## src/rtl/core/chs_pkg.sv

```systemverilog
`default_nettype none
package chs_pkg;

  localparam int TABLE_SIZE_DEF = 256;

  // load limit: count * LOAD_DEN must stay within TABLE_SIZE * LOAD_NUM
  localparam int LOAD_NUM = 3;
  localparam int LOAD_DEN = 4;

  localparam int KIND_W   = 2;
  localparam int TYPE_W   = 4;
  localparam int VALUE_W  = 64;
  localparam int HASH_W   = 32;
  localparam int STATUS_W = 3;
  localparam int COUNT_W  = 9;

  typedef enum logic [KIND_W-1:0] {
    KIND_INSERT = 2'd0,
    KIND_REMOVE = 2'd1,
    KIND_FIND   = 2'd2,
    KIND_NOP    = 2'd3
  } kind_t;

  typedef enum logic [STATUS_W-1:0] {
    ST_INSERTED = 3'd0,
    ST_PRESENT  = 3'd1,
    ST_REMOVED  = 3'd2,
    ST_RMISS    = 3'd3,
    ST_FOUND    = 3'd4,
    ST_NOTFOUND = 3'd5,
    ST_FULL     = 3'd6,
    ST_RSVD     = 3'd7
  } status_t;

endpackage
`default_nettype wire

```

## src/rtl/core/chs_ram.sv

```systemverilog
`default_nettype none
module chs_ram
  import chs_pkg::*;
#(
  parameter int DEPTH = TABLE_SIZE_DEF,
  parameter int WIDTH = 8
) (
  input  wire logic                     clk,
  input  wire logic                     wen,
  input  wire logic [$clog2(DEPTH)-1:0] waddr,
  input  wire logic [WIDTH-1:0]         wdata,
  input  wire logic                     ren,
  input  wire logic [$clog2(DEPTH)-1:0] raddr,
  output logic      [WIDTH-1:0]         rdata
);

  logic [WIDTH-1:0] mem [DEPTH];

  always_ff @(posedge clk) begin
    if (wen) begin
      mem[waddr] <= wdata;
    end
  end

  always_ff @(posedge clk) begin
    if (ren) begin
      rdata <= mem[raddr];
    end
  end

endmodule
`default_nettype wire

```

## config.mk

```make
export PLATFORM = sky130hd
export DESIGN_NAME = chs_ram
export DESIGN_NICKNAME = d
export VERILOG_FILES = /design/src/rtl/core/chs_pkg.sv /design/src/rtl/core/chs_ram.sv
export SDC_FILE = /design/constraint.sdc
export NUM_CORES = 2
export LEC_CHECK = 0
export BUFFER_PORTS_ARGS = -buffer_cell sky130_fd_sc_hd__buf_2
export CAP_MARGIN = 10
export CORE_MARGIN = 4
export CORE_UTILIZATION = 45
export DETAILED_ROUTE_END_ITERATION = 6
export GPL_TIMING_DRIVEN = 0
export PLACE_DENSITY = 0.72
export SLEW_MARGIN = 20
export SYNTH_ARGS = -nofsm -noshare
export SYNTH_HDL_FRONTEND = slang
export SYNTH_SLANG_ARGS = --single-unit
```

## constraint.sdc

```tcl
create_clock -name clk -period 3 [get_ports clk]
set_input_delay 0.15 -clock clk [delete_from_list [all_inputs] [get_ports clk]]
set_output_delay 0.15 -clock clk [all_outputs]
set_load 0.01 [all_outputs]
```

==> impl_metrics.json <==
{
  "hpwl_um": 156000,
  "wl_per_cell_um": 35.7,
  "place_inst": 6129,
  "final_area_um2": 90100,
  "clk_pin_slew_ns": 0.06,
  "area_growth_pct": 13.2,
  "clk_latency_ns": 0.84,
  "skew_ns": 0.0296,
  "synth-seq-cells": 2056,
  "synth_edf_count": 2056,
  "dr.pass1.iters": 7,
  "grt_max_degree": 133,
  "final_common_cell": "edfxtp_1",
  "cp-start-kind": "input port",
  "p_clk_share_pct": 40.2,
  "rows": 154,
  "wirelength_um": 232000,
  "via_per_inst": 6.49,
  "fmax_mhz": 311,
  "finalHoldViolations": 0,
  "ys_async_sr_fraction_pct": 0,
  "crit_path_end_kind": "flop",
  "pin_count": 35,
  "slowest_stage": "nor4_1",
  "synth.largest_area_cell": "edfxtp_1",
  "drive_above_1_share_pct": 24.1,
  "syn-cell-area_um2": 79600,
  "pwr_density_cell_nw_per_um2": 653,
  "critPathArrivalTime_ns": 3.72,
  "min_path_type": "in -> reg",
  "post-cts-setup-buffers": 0,
  "cts_root_buffer": "clkbuf_16",
  "seq_power_share_pct": 53.9,
  "slew_headroom_pct": 19.6,
  "synth_top_area_share_pct": 77.5,
  "irDropWorstVdd_uv": 517,
  "h-tree-depth": 4,
  "outcome": "finished with violations",
  "synth_seq_area_share_pct": 77.5,
  "mostFrequentLayoutCells": "edfxtp_1, mux4_2, nor2_1",
  "io_buffers": 27,
  "initial_core_util_pct": 45.2,
  "final_util_pct": 51.2,
  "p_leak_nw": 27.7,
  "core_um2": 176000,
  "cp_cell_sequence": "buf_2 > buf_4 > buf_2 > clkbuf_2 > nor2_2 > a22oi_1 > a31oi_1 > nor4_1 > nor4_4",
  "numCtsBuffers": 195,
  "finalPower_mw": 58.8,
  "min_period_ns": 3.22,
  "gp_congestion": 0.980,
  "ant_nets": 0,
  "overflow": 0,
  "violations": "DRC, setup timing",
  "cp_common_cell": "buf_2",
  "tns_ns": -1.10,
  "fin_crit_sh_pct": 107,
  "grt_pass1_wl_um": 321000,
  "drv_slew": 0,
  "nets": 4020,
  "clockBufferDepth": 3,
  "grt_pass1_vias": 40968,
  "ys.flop_type": "edfxtp_1",
  "die_w_um": 429,
  "grt_setup_unrepaired": "true",
  "cap_violations": 0,
  "worstMarginPinSlew_ns": 1.20,
  "die_y_um": 429,
  "yosys-top-cells-area": "edfxtp_1, mux4_2, mux2i_1",
  "p_switching_mw": 13.0,
  "setup_violations": 8,
  "holdWs_ns": 0.185,
  "postSynthAreaPerCell_um2": 21.3,
  "ys_warn_count": 0,
  "synth_cell_types": 54,
  "postPlaceCellArea_um2": 83600,
  "synth_nets": 3760,
  "p_sw_share_pct": 22.1,
  "worst_slack_ns": -0.218,
  "critPathMaxStageDelay_ns": 0.91,
  "dieArea_um2": 184000,
  "path_class": "in -> reg",
  "finalNonFillerCells": 6499,
  "combPwrFrac_pct": 6.0,
  "p_int_mw": 45.8,
  "cp_data_required_time_ns": 3.50,
  "post-route-drc-count": 1,
  "antenna_found_initial": 16,
  "drtIter0Drc": 7167,
  "synth_cells": 3733,
  "place_ws_ns": -1.64,
  "grt_usage_pct": 25.0,
  "cts_tree": "done",
  "vias": 42179,
  "numClockSinks": 2056,
  "critPathMaxFanout": 10
}
[critical path, delay by kind of cell]
family / cells / cell delay (ns)
AO/OA/AOI/OAI: 2 / 0.64
AND/OR/NAND/NOR: 3 / 1.33
buffers and inverters: 4 / 1.55
[timing repair]
item	CTS	global route
gates resized for setup	67	18
hold buffers	9	0
pin swaps	0	0
hold endpoints to repair	554	0
setup endpoints to repair	8	7
[cell usage after synthesis, types with 2 or more instances]
cell type	count
buf_12	8
o22a_1	5
a2111oi_1	2
buf_8	13
edfxtp_1	2056
buf_2	31
buf_4	27
a22oi_1	133
buf_1	22
nor4_2	3
nand3_1	34
nor3_1	22
or2_2	4
nand4_1	10
o21ai_0	10
mux2i_1	134
buf_6	21
a31oi_1	2
and3b_1	2
mux4_1	2
nor4_1	24
o32ai_1	4
o21ai_1	2
and2_1	6
o211ai_1	10
a211oi_1	16
nand3b_1	2
a21oi_1	96
a22o_1	8
a311oi_1	2
clkbuf_1	111
a221oi_1	13
nand2b_1	8
nor2b_1	31
nor2_1	282
a2111oi_0	2
o22ai_1	28
nand2_1	33
mux4_2	454
o221ai_1	46
[flip-flops by register name, indices dropped and copies added (netlist names)]
register	cells
rdata	8
mem	2048
[worst paths after layout]
kind	from	endpoint	slack, ns	depth (start not counted)
setup / recovery	raddr[1]	rdata[3]	-0.22	9
hold / removal	wdata[4]	mem[167][4]	0.19	2
setup reg to reg	mem[80][6]	rdata[6]	0.05	6
hold reg to reg	mem[40][3]	rdata[3]	1.53	6
[routing by layer]
layer	vias up	share of wire, %	track usage (%)
met5	-	0.063	0.442
li1	16251	-	-
met2	3508	45	36.9
met4	6	6.3	13.1
met3	664	15	9.69
met1	21750	34	32.1
[power by group through the flow]
| stage | combinational, mW | sequential [mW] | clock (mW) |
|---|---|---|---|
| after floorplan | 1.54 | 32.3 | 0 |
| after global placement | 3.12 | 32.4 | 0 |
| after detailed placement | 3.29 | 32.3 | 0 |
| after CTS | 3.37 | 31.7 | 23.6 |
| after global routing | 3.55 | 31.7 | 24.9 |
| final | 3.51 | 31.7 | 23.6 |
[area by class of cell]
cell class | instances | area, um^2
fill | 13559 | 86000
sequential | 2056 | 61700
multi-input combinational | 1442 | 16800
clock buffer | 241 | 5160
tap | 2340 | 2930
buffer | 231 | 1550
timing repair buffer | 65 | 1060
clock inverter | 111 | 850
antenna | 11 | 27.5
inverter | 2 | 7.51
[kinds of logic after synthesis]
family,after synthesis,synth area share [%]
compound gates,385,3.42
buf+inv,235,1.83
flops,2056,77.5
mux,591,14.6
simple gates,466,2.63
No activity file was read; power rests on OpenSTA's default activity.
